$ cat src/hdl/rfsw_pkg.sv
// ----------------------------------------------------------------------------
// rfsw_pkg
// Types and constants of the remote-switch frame pulse encoder.
// ----------------------------------------------------------------------------
package rfsw_pkg;

  localparam int IdW       = 24;   // width of the switch_id field
  localparam int TickW     = 16;   // width of every duration register
  localparam int CfgAddrW  = 2;
  localparam int InDataW   = 32;   // switch_id, single_unit, turn_on, unit_bit, padding
  localparam int OutDataW  = 8;    // pin_level, busy_res, padding

  typedef logic [TickW-1:0] ticks_t;
  typedef logic [5:0]       sym_pos_t;
  typedef logic [1:0]       phase_t;
  typedef logic [1:0]       repeat_t;

  // Command codes carried on in_tuser.
  localparam logic CmdTick = 1'b0;
  localparam logic CmdSend = 1'b1;

  // Register indexes on the configuration port.
  localparam logic [CfgAddrW-1:0] RegShort = 2'd0;
  localparam logic [CfgAddrW-1:0] RegLong  = 2'd1;
  localparam logic [CfgAddrW-1:0] RegStart = 2'd2;
  localparam logic [CfgAddrW-1:0] RegEnd   = 2'd3;

  localparam ticks_t ShortReset = 16'd260;
  localparam ticks_t LongReset  = 16'd1300;
  localparam ticks_t StartReset = 16'd2600;
  localparam ticks_t EndReset   = 16'd10400;

  // Symbol positions: 0 is the start pulse, 1..32 the data symbols, 33 the end pulse.
  localparam sym_pos_t StartPos = 6'd0;
  localparam sym_pos_t EndPos   = 6'd33;

  // Data symbol indexes (symbol position minus one).
  localparam logic [4:0] LastIdSym = 5'd25;
  localparam logic [4:0] GroupSym  = 5'd26;
  localparam logic [4:0] StateSym  = 5'd27;
  localparam logic [4:0] UnitSym   = 5'd31;

  // Frames still to play after the first one.
  localparam repeat_t RepeatsAfterFirst = 2'd2;

  // A programmed duration of zero behaves as one tick.
  function automatic ticks_t at_least_one(input ticks_t v);
    return (v == '0) ? ticks_t'(1) : v;
  endfunction

endpackage

$ cat src/hdl/rf_switch_frame_pulse_encoder.sv
// ----------------------------------------------------------------------------
// rf_switch_frame_pulse_encoder
// Plays a latched switch command three times as an OOK pulse frame, one
// tick item per timing unit.
// ----------------------------------------------------------------------------
// Every input item, tick or send request, yields exactly one result, which
// is registered and presented in the cycle after the item is taken;
// with out_tready held high the block takes one item per clock.
// A result waiting on a stalled output holds off only the next input. The
// frame timing counts tick items, not clocks: a segment of N ticks needs N
// tick items. Duration registers take effect at the next segment loaded and
// a send request is ignored while a frame sequence is still playing.
module rf_switch_frame_pulse_encoder #(
  parameter int ID_BITS = 24
) (
  input  logic                                 clk,
  input  logic                                 rst_n,
  input  logic                                 in_tvalid,
  output logic                                 in_tready,
  // switch_id[23:0], single_unit[24], turn_on[25], unit_bit[26], zero padding
  input  logic [rfsw_pkg::InDataW-1:0]         in_tdata,
  // command[0]
  input  logic                                 in_tuser,
  output logic                                 out_tvalid,
  input  logic                                 out_tready,
  // pin_level[0], busy_res[1], zero padding
  output logic [rfsw_pkg::OutDataW-1:0]        out_tdata,
  input  logic                                 cfg_wr_en,
  input  logic [rfsw_pkg::CfgAddrW-1:0]        cfg_addr,
  input  logic [rfsw_pkg::TickW-1:0]           cfg_wdata
);
  import rfsw_pkg::*;

  // Only the id bits that can actually be sent are kept.
  localparam int HeldW = (ID_BITS < IdW) ? ID_BITS : IdW;

  ticks_t short_r, long_r, start_r, end_r;

  logic             active_r, active_nxt;
  repeat_t          repeat_r, repeat_nxt;
  sym_pos_t         sym_r, sym_nxt;
  phase_t           phase_r, phase_nxt;
  ticks_t           tick_r, tick_nxt;
  logic [HeldW-1:0] held_id_r, held_id_nxt;
  logic [2:0]       flags_r, flags_nxt;

  logic             out_valid_r;
  logic             pin_r, busy_r;
  logic             res_pin, res_busy;

  logic             accept;
  logic [IdW-1:0]   in_switch_id;
  logic             load_seg;
  logic             last_phase;
  logic             seg_bit;

  function automatic logic data_bit(input sym_pos_t sym, input logic [HeldW-1:0] id,
                                    input logic [2:0] flags);
    logic [4:0]       d;
    logic [4:0]       shamt;
    logic [HeldW-1:0] shifted;
    logic             b;
    d       = 5'(sym - 6'd1);
    shamt   = LastIdSym - d;
    shifted = id >> shamt;
    case (d) inside
      [5'd0:LastIdSym]: b = shifted[0];
      GroupSym:         b = ~flags[0];
      StateSym:         b = flags[1];
      UnitSym:          b = flags[2];
      default:          b = 1'b0;
    endcase
    return b;
  endfunction

  assign in_switch_id = in_tdata[IdW-1:0];
  assign in_tready    = !out_valid_r || out_tready;
  assign accept       = in_tvalid && in_tready;
  assign seg_bit      = data_bit(sym_nxt, held_id_r, flags_r);

  always_comb begin
    active_nxt  = active_r;
    repeat_nxt  = repeat_r;
    sym_nxt     = sym_r;
    phase_nxt   = phase_r;
    tick_nxt    = tick_r;
    held_id_nxt = held_id_r;
    flags_nxt   = flags_r;
    load_seg    = 1'b0;
    res_pin     = 1'b0;
    res_busy    = 1'b0;
    if ((sym_r == StartPos) || (sym_r >= EndPos)) begin
      last_phase = (phase_r >= 2'd1);
    end else begin
      last_phase = (phase_r == 2'd3);
    end

    if (in_tuser == CmdSend) begin
      if (!active_r) begin
        held_id_nxt = in_switch_id[HeldW-1:0];
        flags_nxt   = in_tdata[IdW+2:IdW];
        active_nxt  = 1'b1;
        repeat_nxt  = RepeatsAfterFirst;
        sym_nxt     = StartPos;
        phase_nxt   = 2'd0;
        load_seg    = 1'b1;
        res_pin     = 1'b1;
      end else begin
        res_pin = ~phase_r[0];
      end
      res_busy = 1'b1;
    end else if (active_r) begin
      res_pin  = ~phase_r[0];
      res_busy = 1'b1;
      if (tick_r <= ticks_t'(1)) begin
        if (!last_phase) begin
          phase_nxt = phase_r + 2'd1;
          load_seg  = 1'b1;
        end else begin
          phase_nxt = 2'd0;
          if (sym_r >= EndPos) begin
            sym_nxt = StartPos;
            if (repeat_r == '0) begin
              active_nxt = 1'b0;
              tick_nxt   = '0;
            end else begin
              repeat_nxt = repeat_r - 2'd1;
              load_seg   = 1'b1;
            end
          end else begin
            sym_nxt  = sym_r + 6'd1;
            load_seg = 1'b1;
          end
        end
      end else begin
        tick_nxt = tick_r - ticks_t'(1);
      end
    end

    // New segment length: high parts use short_r, start/end gaps start_r/end_r;
    // a data gap is long when its bit differs from the pulse half, else short.
    if (load_seg) begin
      if (!phase_nxt[0]) begin
        tick_nxt = at_least_one(short_r);
      end else if (sym_nxt == StartPos) begin
        tick_nxt = at_least_one(start_r);
      end else if (sym_nxt >= EndPos) begin
        tick_nxt = at_least_one(end_r);
      end else if (seg_bit != phase_nxt[1]) begin
        tick_nxt = at_least_one(long_r);
      end else begin
        tick_nxt = at_least_one(short_r);
      end
    end
  end

  always_ff @(posedge clk) begin
    if (!rst_n) begin
      short_r <= ShortReset;
      long_r  <= LongReset;
      start_r <= StartReset;
      end_r   <= EndReset;
    end else if (cfg_wr_en) begin
      case (cfg_addr)
        RegShort: short_r <= cfg_wdata;
        RegLong:  long_r  <= cfg_wdata;
        RegStart: start_r <= cfg_wdata;
        RegEnd:   end_r   <= cfg_wdata;
        default:  ;
      endcase
    end
  end

  always_ff @(posedge clk) begin
    if (!rst_n) begin
      active_r  <= 1'b0;
      repeat_r  <= '0;
      sym_r     <= StartPos;
      phase_r   <= '0;
      tick_r    <= '0;
      held_id_r <= '0;
      flags_r   <= '0;
    end else if (accept) begin
      active_r  <= active_nxt;
      repeat_r  <= repeat_nxt;
      sym_r     <= sym_nxt;
      phase_r   <= phase_nxt;
      tick_r    <= tick_nxt;
      held_id_r <= held_id_nxt;
      flags_r   <= flags_nxt;
    end
  end

  always_ff @(posedge clk) begin
    if (!rst_n) begin
      out_valid_r <= 1'b0;
    end else if (accept) begin
      out_valid_r <= 1'b1;
    end else if (out_tready) begin
      out_valid_r <= 1'b0;
    end
  end

  always_ff @(posedge clk) begin
    if (accept) begin
      pin_r  <= res_pin;
      busy_r <= res_busy;
    end
  end

  assign out_tvalid = out_valid_r;
  assign out_tdata  = {{(OutDataW-2){1'b0}}, busy_r, pin_r};

`ifndef SYNTHESIS
  a_idle_no_repeats : assert property (@(posedge clk) disable iff (!rst_n)
    !active_r |-> (repeat_r == '0))
    else $error("repeat count left over while idle");

  a_idle_at_frame_start : assert property (@(posedge clk) disable iff (!rst_n)
    !active_r |-> (sym_r == StartPos && phase_r == '0))
    else $error("symbol position or phase not cleared while idle");

  a_active_tick_loaded : assert property (@(posedge clk) disable iff (!rst_n)
    active_r |-> (tick_r != '0))
    else $error("segment counter empty while sending");

  a_sym_in_range : assert property (@(posedge clk) disable iff (!rst_n)
    sym_r <= EndPos)
    else $error("symbol position beyond the end pulse");

  a_busy_when_pin_high : assert property (@(posedge clk) disable iff (!rst_n)
    (out_valid_r && pin_r) |-> busy_r)
    else $error("pin driven high while not busy");
`endif

endmodule
$ cat config.mk
export PLATFORM = sky130hd
export DESIGN_NAME = rf_switch_frame_pulse_encoder
export DESIGN_NICKNAME = d
export VERILOG_FILES = /design/src/hdl/rfsw_pkg.sv /design/src/hdl/rf_switch_frame_pulse_encoder.sv
export SDC_FILE = /design/constraint.sdc
export NUM_CORES = 1
export LEC_CHECK = 0
export BUFFER_PORTS_ARGS = -buffer_cell sky130_fd_sc_hd__buf_2
export CORE_MARGIN = 1.5
export CORE_UTILIZATION = 55
export CTS_BUF_LIST = sky130_fd_sc_hd__clkbuf_16
export DETAILED_ROUTE_END_ITERATION = 6
export GPL_TIMING_DRIVEN = 0
export PLACE_DENSITY = 0.8
export SKIP_CTS_REPAIR_TIMING = 1
export SYNTH_ARGS = -nofsm -noshare
export SYNTH_HDL_FRONTEND = slang
export SYNTH_SLANG_ARGS = --single-unit
$ cat constraint.sdc
create_clock -name clk -period 6 [get_ports clk]
set_input_delay 0.6 -clock clk [delete_from_list [all_inputs] [get_ports clk]]
set_output_delay 0.6 -clock clk [all_outputs]
set_load 0.005 [all_outputs]
After elaboration in Yosys (flattened, before gate mapping)
Index checks and enable logic that the tools add are counted.
W data, S select, Z words.
- bits of input ports: 56
- register bits: 121
- output and inout port bits: 10
- logic and storage cells: 124
- multiplexer cells: 54
- reductions and logical operators: 26
- bitwise gates (word level): 3
- $lt $le $gt $ge: 6
- shift-type cells: 1
- add/subtract/negate cells: 6
- equal/unequal tests: 14
- operators with widths (kind ; count):
    $mux W16 ; 15
    $logic_not A16 Y1 ; 4
    $mux W6 ; 6
    $mux W2 ; 12
    $shr A24 B5 Y1 ; 1
    $mux W1 ; 21
    $le A16 B1 Y1 const B ; 1
    $sub A16 B1 Y16 const B ; 1
    $eq A5 B5 Y1 const B ; 3
    $ge A6 B6 Y1 const B ; 2
    $logic_not A6 Y1 ; 2
    $reduce_bool A2 Y1 ; 6
    $reduce_and A2 Y1 ; 4
    $reduce_and A7 Y1 ; 1
    $add A6 B1 Y6 const B ; 1
    $eq A2 B2 Y1 const B ; 3
    $ne A3 B3 Y1 const B ; 2
    $reduce_and A6 Y1 ; 1
    $ge A5 B1 Y1 const B ; 1
    $le A5 B5 Y1 const B ; 1
    $sub A5 B1 Y5 const B ; 1
    $sub A5 B5 Y5 const A ; 1
    $logic_not A2 Y1 ; 2
    $ne A2 B2 Y1 const B ; 2
    12 further kinds ; 16

Depth between registers and ports, before layout
Gate-level depths: netlist of the first run.
- depth after elaboration: 19
- mapped depth: 24

Worst setup path before layout of the first run
OpenSTA, ideal clock, no wires.
- path kind: reg-to-reg
- start point: register sym_r[0]
- end point: register tick_r[6]
- data arrival time: 5212 ps
- path buffers: 5
- cell stages (with the launch flop): 24
- setup slack: 668 ps
- required time: 5880 ps
- path through: dfxtp_1 inv_1 ha_1 or4b_1 buf_2 o211a_4 or3_1 buf_2 a311oi_4 nor2_4 ha_1 xnor2_1 inv_1 ha_1 clkbuf_1 mux4_2 mux2i_1 mux2_2 or3_1 buf_2 o2111ai_2 buf_6 nor3_1 a211o_1
- word-level cells in the longest chain between the ends: 19
- elaborated cells on any way between the ends: 47
- classes of those cells: add/sub: 3; order compare: 4; eq/ne: 8; shift: 1; mux: 25; reduce/logical: 6
- ends and longest elaborated chain (element ; line ; source):
    start: declaration ; rf_switch_frame_pulse_encoder.sv:41 ; sym_pos_t sym_r, sym_nxt;
    start signal: assignment ; rf_switch_frame_pulse_encoder.sv:178 ; sym_r <= StartPos;
    start signal: assignment ; rf_switch_frame_pulse_encoder.sv:186 ; sym_r <= sym_nxt;
    branches (longest 19 deep; another with $ge A6 B6 Y1) ; - ;
    end signal: assignment ; rf_switch_frame_pulse_encoder.sv:188 ; tick_r <= tick_nxt;
    end: declaration ; rf_switch_frame_pulse_encoder.sv:43 ; ticks_t tick_r, tick_nxt;
Parallel ways; which one is timed is not known.
A chain may end at the register's enable or synchronous reset.

Worst setup path after layout of the first run
- start point: register sym_r[0]
- end point: register tick_r[3]
The elaborated chain is that of the path after synthesis.

==> results.tsv, run 1 <==
metric	value	unit
fin_util	0.660	
required	6.28	ns
r2r-start	sym_r[0]	
area_delta_synth_final	17.7	%
maxCapViolations	0	
place_congestion	1.07	
start_util	0.560	
slew_viol_final	0	
gr-usage-met1	0.480	
cts-htree-levels	4	
crit_arrival	6.24	ns
top_usage_layer	met2	
cts_tree	done	
layout_commonest_cell	nand2_1	
grt_usage	0.351	
slew_headroom	0.375	
die_area	13500	um2
cp_slowest_stage_delay	0.42	ns
synthXorXnorAreaFrac	0.00870	
initialDrtViolationCount	1204	
grt_pass1_vias	6911	
nets	1123	
clkTransAtPathRegs	0.06	ns
crit_start	sym_r[0]	
final_area	8290	um2
tightestPinTransition	0.933	ns
cts-buffers-inserted	17	
synth_compound_area_frac	0.240	
pre_cts_ws	-0.107	ns
grt_pass1_wl	36.1	mm
netlist_area	7040	um2
postRouteWirelength	23.6	mm
postSynthAreaPerCell	7.25	um2
antenna_found_initial	0	
crit_chain	inv_2 > ha_1 > or4b_1 > buf_2 > o211a_4 > or3_1 > clkbuf_4 > a311oi_4 > nor2_4 > buf_4 > ha_2 > xnor2_2 > inv_1 > ha_4 > clkbuf_4 > nand2_1 > a211oi_1 > o21ai_0 > a211o_1 > a21boi_2 > o311ai_2 > o2111ai_4 > buf_2 > a211o_1	
grt_max_degree	17	
synthFlopType	dfxtp_1	
routedWlPerCell	19.0	um
cts_num_sinks	121	
clock_latency	0.42	ns
cts-root-buf	clkbuf_16	
irDropWorstVdd	0.000266	V
die_h	116	um
place_area	7540	um2
period_share	0.992	
grt-ovfl-total	0	
setup_violations	0	
status	finished, final reports clean	
io_pins	66	
fmax	168	MHz
crit_type	reg -> reg	
drc	0	
p_per_area	303	nW/um2
drive_above_1_share	0.136	
muxShareOfSynthArea	0.0245	
hold_class	in -> reg	
rows	41	
critPathTopFamily	compound AO/OA/AOI/OAI gates	
period_minus_slack	5.95	ns
coreArea	12600	um2
reg2reg_depth	24	
die_x	116	um
worstSetupEndpointType	flip-flop	
ant_nets	0	
clk_path_buf_depth	2	
critical_path.slowest_cell	or4b_1	
final_cell_mix	247 x nand2_1, 117 x dfxtp_1, 103 x a21oi_1	
io_buffers	52	
via_per_inst	6.26	
met3_usage	0.0763	
n_antenna_cell	0	
worst-path-stages	24	
hold_viol_final	0	
synthCells	971	
cp-start-kind	flip-flop	
synth-simple-area-share	0.299	
critPathMaxFanout	10	
crit_path_end	tick_r[3]	
synth_top_family_by_area	simple AND/OR/NAND/NOR gates	
synth-edff-count	2	
dr.pass1.iters	6	
fin_ws	0.0490	ns
ys_async_sr_fraction	0	
leakage	0.00312	uW
synth_adder_area_share	0.0231	
hpwlAfterDp	17.0	mm
met2_usage	0.533	
reg2reg_to	tick_r[3]	
ys_warn_count	0	
via_count	7751	
synth_cell_types	77	
ys_ff_latch	121	
synth_seq_area_share	0.347	
rrSetupSlack	0.05	ns
skew	0.0173	ns
path_buf_inv	7	
-- worst reg2reg max path, delay by kind of cell (launching register included) --
kind                     cells  cell delay (ns)
AND/OR/NAND/NOR              4             0.96
flip-flops                   1             0.36
adder cells (fa/ha/maj)      3             0.63
buffers and inverters        7             1.18
AO/OA/AOI/OAI                9             2.49
XOR/XNOR                     1             0.20
-- per-stage QoR --
| stage | total power [uW] | instances | setup TNS, ns | hold WS, ns |
|---|---|---|---|---|
| floorplan | 1290 | 976 | 0 | 0.432 |
| global placement | 1440 | 1200 | -0.217 | 0.442 |
| detailed placement | 1440 | 1200 | -0.308 | 0.447 |
| CTS | 2460 | 1232 | -0.960 | 0.413 |
| global route | 2600 | 1239 | -1.18 | 0.419 |
| finish | 2510 | 1239 | 0 | 0.416 |
-- kinds of logic (layout without fill, tap and decap cells) --
family / after synthesis / in the layout
AND/OR/NAND/NOR: 463 / 463
flip-flops: 121 / 121
AO/OA/AOI/OAI: 259 / 259
XOR/XNOR: 7 / 7
multiplexers: 12 / 12
buffers and inverters: 95 / 186
other: 1 / 6
adder cells (fa/ha/maj): 13 / 13
-- cell type report --
class	count	area, um2
timing repair buffer	59	310
clock buffer	17	425
buffer	69	314
fill	1101	4280
inverter	26	103
tap	172	215
multi-input combinational	760	4310
clock inverter	15	166
sequential	121	2440
-- cell usage after synthesis, types with 5 or more instances --
| master | count | area (um2) |
|---|---|---|
| mux2i_1 | 6 | 60.1 |
| o211ai_1 | 13 | 97.6 |
| a21oi_1 | 103 | 515 |
| nand2_1 | 247 | 927 |
| nor3_1 | 30 | 150 |
| and3_1 | 5 | 31.3 |
| nand4_1 | 10 | 62.6 |
| a211oi_1 | 16 | 120 |
| buf_4 | 8 | 60.1 |
| nor4_1 | 26 | 163 |
| o31ai_1 | 6 | 45.0 |
| nand2b_1 | 9 | 56.3 |
| buf_2 | 5 | 25.0 |
| a41oi_1 | 8 | 70.1 |
| ha_1 | 13 | 163 |
| nand3_1 | 43 | 215 |
| nor2_1 | 56 | 210 |
| o21ai_0 | 43 | 215 |
| a22oi_1 | 6 | 45.0 |
| clkbuf_1 | 51 | 191 |
| or3_1 | 5 | 31.3 |
| dfxtp_1 | 119 | 2380 |
| a32oi_1 | 5 | 43.8 |
| inv_1 | 25 | 93.8 |
| xnor2_1 | 5 | 43.8 |
-- sequential cells by signal, summed over array words and instances, names as in the netlist, 3 cells and up --
name	cells
end_r	16
flags_r	3
held_id_r	24
long_r	16
short_r	16
start_r	16
sym_r	6
tick_r	16
-- how the worst min path moves through the flow --
stage | startpoint | to | slack [ns] | cells past startpoint
floorplan | repeat_r[0] | repeat_r[0] | 0.43 | 2
global placement | held_id_r[9] | held_id_r[9] | 0.44 | 2
detailed placement | held_id_r[1] | held_id_r[1] | 0.45 | 2
CTS | in_tdata[21] | held_id_r[21] | 0.41 | 3
global route | in_tdata[5] | held_id_r[5] | 0.42 | 3
finish | in_tdata[11] | held_id_r[11] | 0.42 | 3
-- metal layers --
metal / vias up / share of wire
li1: 3660 / -
met1: 3541 / 0.41
met2: 477 / 0.44
met3: 73 / 0.10
met4: 0 / 0.044
met5: - / 0
-- where the power goes --
group	total, uW	switching [uW]	internal [uW]
Clock	1030	405	620
Combinational	584	376	208
Sequential	901	51.1	850
Total	2510	832	1680
Note: power is estimated with default switching activity, not from simulation.
==> run 2: changes to the inputs <==
--- a/config.mk
+++ b/config.mk
@@ -6,11 +6,11 @@
 export NUM_CORES = 1
 export LEC_CHECK = 0
 export BUFFER_PORTS_ARGS = -buffer_cell sky130_fd_sc_hd__buf_2
+export CORE_ASPECT_RATIO = 0.5
 export CORE_MARGIN = 1.5
 export CORE_UTILIZATION = 55
 export CTS_BUF_LIST = sky130_fd_sc_hd__clkbuf_16
 export DETAILED_ROUTE_END_ITERATION = 6
-export GPL_TIMING_DRIVEN = 0
 export PLACE_DENSITY = 0.8
 export SKIP_CTS_REPAIR_TIMING = 1
 export SYNTH_ARGS = -nofsm -noshare
==> run 2 against run 1 <==
- sequential power barely moved
- clock power up 9%
- cell area is 2.6% lower
- fmax rose by 4.7%
- non-clock buffer count fell by 49
- critical path depth decreased by 2
- core utilization is 0.48 points higher
- clock skew shrank 0.0079 ns
- wire length down 6.5%
- combinational power decreased by 6.5%
- global-route usage decreased by 2.4 points
- largest cell class unchanged
==> results.tsv, run 2 (synthesized netlist as in run 1, its figures left out) <==
metric	value	unit	change
status	finished, final reports clean		
critPathMaxFanout	12		+2
die_area	13500	um2	+0.31%
skew	0.00945	ns	-0.00788 ns
maxCapViolations	0		unchanged
drive_above_1_share	0.135		-0.00119
largest_register	held_id_r		
hold_class	in -> reg		
cp_slowest_stage_delay	0.51	ns	+0.09 ns
place_congestion	0.953		-11%
required	6.29	ns	about the same
n_antenna_cell	0		unchanged
routedWlPerCell	18.6	um	-2.0%
coreArea	12200	um2	-3.3%
io_pins	66		unchanged
grt_usage	0.328		-0.0237
leakage	0.00307	uW	-1.5%
cts-root-buf	clkbuf_16		
clkTransAtPathRegs	0.06	ns	about the same
grt_max_degree	58		+41
antenna_found_initial	0		unchanged
layout_commonest_cell	nand2_1		
drc	0		unchanged
nets	1074		-4.4%
initialDrtViolationCount	1123		-6.7%
die_h	83.0	um	-29%
p_total	2570	uW	+2.3%
hpwlAfterDp	15.0	mm	-12%
slew_viol_final	0		unchanged
cp-start-kind	flip-flop		
rows	28		-32%
io_buffers	54		+3.8%
period_minus_slack	5.69	ns	-0.265 ns
postRouteWirelength	22.0	mm	-6.5%
cts_num_sinks	121		unchanged
clock_latency	0.43	ns	about the same
slew_headroom	0.155		-0.221
period_share	0.948		-0.0442
hold_viol_final	0		unchanged
path_common_cell	ha_1		
critPathTopFamily	compound AO/OA/AOI/OAI gates		
area_delta_synth_final	14.7	%	
fillers	1038		-5.7%
grt-ovfl-total	0		unchanged
via_per_inst	6.46		+3.2%
crit_chain	inv_1 > ha_1 > or4b_4 > o211a_4 > or3_4 > a311oi_4 > nor2_4 > ha_1 > xnor2_1 > inv_1 > ha_1 > nand2b_1 > a211oi_1 > o21ai_0 > a211o_1 > a21boi_1 > o311ai_0 > o2111ai_2 > buf_4 > buf_4 > nand4_1 > o211ai_1		
crit_arrival	5.98	ns	-0.26 ns
largest_reg_flops	24		unchanged
die_x	163	um	+40%
cts_tree	done		
grt_pass1_vias	6860		-0.74%
fmax	176	MHz	+4.7%
p_per_area	318	nW/um2	+5.0%
irDropWorstVdd	0.000171	V	-36%
via_count	7634		-1.5%
critical_path.slowest_cell	or4b_4		
setup_violations	0		unchanged
cts-buffers-inserted	17		unchanged
start_util	0.579		+0.0190
final_cell_mix	247 x nand2_1, 119 x dfxtp_1, 103 x a21oi_1		
worstSetupEndpointType	flip-flop		
ant_nets	0		unchanged
clk_path_buf_depth	2		unchanged
crit_type	reg -> reg		
cts-htree-levels	4		unchanged
tightestPinTransition	1.26	ns	+0.330 ns
grt_pass1_wl	35.2	mm	-2.4%
path_buf_inv	4		-3
dr.pass1.iters	6		unchanged
hold_slack	0.413	ns	-0.00364 ns
[run 2: cell types whose count changed in the layout (fill, tap and decap cells not counted), moves of 3 or more]
cell      delta
clkbuf_4     -3
buf_4       +10
clkbuf_1    -50
buf_1        -4
ha_1         +3
[run 2: through the flow]
step / std cells / cell area, um2 / utilization / setup slack (ns) / TNS, ns
2_1_floorplan: 976 / 7060 / - / 0.668 / 0
4_1_cts: 1176 / 8030 / 0.660 / 0.0332 / 0
6_report: 1182 / 8080 / 0.665 / 0.314 / 0
5_1_grt: 1182 / 8080 / 0.665 / -0.0518 / -0.0959
3_3_place_gp: 1145 / 7390 / 0.608 / 0.292 / 0
3_5_place_dp: 1145 / 7390 / 0.608 / 0.188 / 0
[run 2: worst register-to-register path: stages (launching register included)]
cell and delay, ns:
dfxtp_1 0.31, inv_1 0.15, ha_1 0.17, or4b_4 0.51
o211a_4 0.28, or3_4 0.43, a311oi_4 0.40, nor2_4 0.12
ha_1 0.23, xnor2_1 0.24, inv_1 0.07, ha_1 0.38
nand2b_1 0.20, a211oi_1 0.29, o21ai_0 0.14, a211o_1 0.38
a21boi_1 0.21, o311ai_0 0.23, o2111ai_2 0.17, buf_4 0.23
buf_4 0.17, nand4_1 0.12, o211ai_1 0.12
[run 2: where the power goes]
part	total, uW	internal, uW	switching [uW]
Clock	1120	705	418
Combinational	546	198	348
Sequential	899	850	49.7
Total	2570	1750	816
[run 2: routing by layer]
layer | vias up | track usage | routed length (um)
met4 | 0 | 0.118 | 638
met5 | - | 0 | 0
li1 | 3549 | - | -
met2 | 524 | 0.491 | 9390
met3 | 64 | 0.0749 | 2720
met1 | 3497 | 0.459 | 9300
[run 2: final timing paths]
| path | startpoint | to | slack, ns | cells past startpoint |
|---|---|---|---|---|
| setup / recovery | sym_r[0] | tick_r[5] | 0.31 | 22 |
| hold reg to reg | held_id_r[14] | held_id_r[14] | 0.45 | 2 |
| hold / removal | in_tdata[14] | held_id_r[14] | 0.41 | 3 |
| setup reg to reg | sym_r[0] | tick_r[5] | 0.31 | 22 |
[run 2: final cells by class]
class	instances	area (um2)	share of cell area
Clock buffer	17	425	0.0526
Clock inverter	14	211	0.0262
Inverter	26	103	0.0127
Multi-Input combinational cell	760	4230	0.524
Sequential cell	121	2440	0.302
Tap cell	165	206	0.0255
Timing Repair Buffer	79	458	0.0567
==> run 3: changes to the inputs <==
==> constraint.sdc (replaced) <==
create_clock -name clk -period 7.1 [get_ports clk]
set_input_delay 0.71 -clock clk [delete_from_list [all_inputs] [get_ports clk]]
set_output_delay 0.71 -clock clk [all_outputs]
set_load 0.005 [all_outputs]
==> run 3 against run 2 <==
- via count is 0.93% lower
- first-iteration DRC count is 12% lower
- largest power group unchanged
- core utilization shrank 1.6 points
- critical path type unchanged
- critical path depth decreased by 2
==> results.tsv, run 3 (synthesized netlist as in run 1, its figures left out) <==
metric	value	unit	change
grt_max_degree	96		+66%
start_util	0.579		unchanged
grt_usage	0.326		-0.00158
reg2reg_depth	20		-9.1%
largest_reg_flops	24		unchanged
via_per_inst	6.49		+0.52%
fmax	150	MHz	-15%
required	7.40	ns	+1.11 ns
largest_register	held_id_r		
setup_violations	0		unchanged
top_usage_layer	met2		
place_congestion	0.959		+0.60%
min-delay-start	repeat_r[0]		
slew_headroom	0.179		+0.0238
final_area	7880	um2	-2.4%
maxCapViolations	0		unchanged
die_h	83.0	um	unchanged
path_common_cell	ha_1		
worstSetupEndpointType	flip-flop		
clock_latency	0.42	ns	about the same
crit_chain	inv_1 > ha_1 > or4b_1 > o211a_4 > or3_1 > a41o_1 > nor2_4 > inv_6 > ha_1 > inv_1 > ha_1 > nand2b_1 > a211oi_1 > o21ai_0 > a211o_1 > a21boi_1 > o311ai_0 > o2111ai_2 > nor3b_1 > o41ai_1		
switchingPower	692	uW	-15%
cts_tree	done		
critPathMaxFanout	22		+10
crit_type	reg -> reg		
met3_usage	0.0559		-0.0190
dr.pass1.iters	6		unchanged
critical_path.slowest_cell	o2111ai_2		
clk_path_buf_depth	2		unchanged
clkTransAtPathRegs	0.06	ns	about the same
seqPwrFrac	0.370		+0.020
nets	1056		-1.7%
cts-htree-levels	4		unchanged
layout_commonest_cell	nand2_1		
slew_viol_final	0		unchanged
tns	0	ns	unchanged
n_antenna_cell	0		unchanged
reg2reg_to	tick_r[1]		
period_minus_slack	6.67	ns	+0.979 ns
fin_ws	0.435	ns	+0.121 ns
met2_usage	0.492		+0.000774
cp-start-kind	flip-flop		
hold_path_depth	2		-1
cts_num_sinks	121		unchanged
place_area	7300	um2	-1.2%
cts-buffers-inserted	17		unchanged
grt-ovfl-total	0		unchanged
io_buffers	54		unchanged
io_pins	66		unchanged
final_cell_mix	247 x nand2_1, 119 x dfxtp_1, 103 x a21oi_1		
area_delta_synth_final	11.9	%	
rrSetupSlack	0.43	ns	+0.12 ns
worstHoldEndpoint	repeat_r[0]		
p_per_area	261	nW/um2	-18%
crit_arrival	6.97	ns	+0.99 ns
die_x	163	um	unchanged
p_comb_frac	0.211		-0.002
grt_setup_unrepaired	no		
hold_class	reg -> reg		
leakage	0.00296	uW	-3.6%
routedWlPerCell	18.5	um	-0.90%
fin_util	0.648		-0.0163
period_share	0.939		-0.00887
postRouteWirelength	21.5	mm	-2.3%
coreArea	12200	um2	unchanged
skew	0.00653	ns	-0.00292 ns
pre_cts_ws	0.733	ns	+0.545 ns
grt_pass1_wl	35.3	mm	+0.26%
cp_slowest_stage_delay	0.63	ns	+0.12 ns
p_int	1360	uW	-22%
fillers	1082		+4.2%
die_area	13500	um2	unchanged
tightestPinTransition	1.23	ns	-0.0355 ns
power.clock.fraction	0.419		-0.018
via_count	7563		-0.93%
rows	28		unchanged
swShare	0.336		+0.0187
drc	0		unchanged
ant_nets	0		unchanged
r2r-start	sym_r[0]		
gr-usage-met1	0.472		+0.0130
irDropWorstVdd	0.000170	V	-0.66%
hpwlAfterDp	14.8	mm	-1.8%
hold_viol_final	0		unchanged
drive_above_1_share	0.117		-0.0177
cts-root-buf	clkbuf_16		
grt_pass1_vias	6773		-1.3%
initialDrtViolationCount	984		-12%
antenna_found_initial	0		unchanged
status	finished, final reports clean		
run 3: cell count changes in the layout (fill, tap and decap cells not counted):
| cell | delta |
|---|---|
| buf_4 | -18 |
| bufinv_16 | -3 |
| clkinv_1 | +1 |
| clkinv_4 | -1 |
| clkinvlp_4 | +1 |
| inv_8 | +3 |
| or3_1 | +1 |
| or3_4 | -1 |
| or4b_1 | +1 |
| or4b_4 | -1 |
run 3: worst max-delay path, delay by kind of cell (launching register included):
kind                     cells  cell delay (ns)
AO/OA/AOI/OAI                9             2.77
AND/OR/NAND/NOR              5             1.96
adder cells (fa/ha/maj)      3             1.03
buffers and inverters        3             0.42
flip-flops                   1             0.37
run 3: metal layers:
metal | vias up | part of all wire | wire length (um)
li1 | 3516 | - | -
met1 | 3510 | 0.44 | 9410
met2 | 484 | 0.43 | 9320
met3 | 53 | 0.11 | 2320
met4 | 0 | 0.023 | 486
met5 | - | 0 | 0
run 3: how the worst max path moves through the flow:
stage | endpoint | cells past startpoint | from | slack (ns)
4_1_cts | tick_r[1] | 20 | sym_r[0] | 0.59
2_1_floorplan | tick_r[3] | 23 | sym_r[0] | 1.77
3_3_place_gp | tick_r[3] | 20 | sym_r[0] | 0.86
5_1_grt | tick_r[1] | 20 | sym_r[0] | 0.07
6_report | tick_r[1] | 20 | sym_r[0] | 0.43
3_5_place_dp | tick_r[1] | 20 | sym_r[0] | 0.73
run 3: power by group through the flow:
stage / combinational (uW) / sequential (uW) / clock (uW)
finish: 434 / 762 / 861
global route: 481 / 765 / 892
CTS: 423 / 759 / 860
detailed placement: 418 / 773 / 0
global placement: 410 / 772 / 0
floorplan: 329 / 757 / 0
run 3: layout make-up:
type	count	area, um2	share of cell area
clock buffers	17	425	0.0540
clock inverters	15	158	0.0200
inverters	26	103	0.0130
multi-input cells	760	4230	0.536
flip-flops and latches	121	2440	0.310
well taps	165	206	0.0262
repair buffers	61	323	0.0410
run 3: through the flow:
step                power (uW)  hold WS [ns]  cells
CTS                       2040         0.452   1165
global route              2140         0.469   1165
detailed placement        1190         0.443   1133
global placement          1180         0.440   1133
finish                    2060         0.450   1165
floorplan                 1090         0.432    976
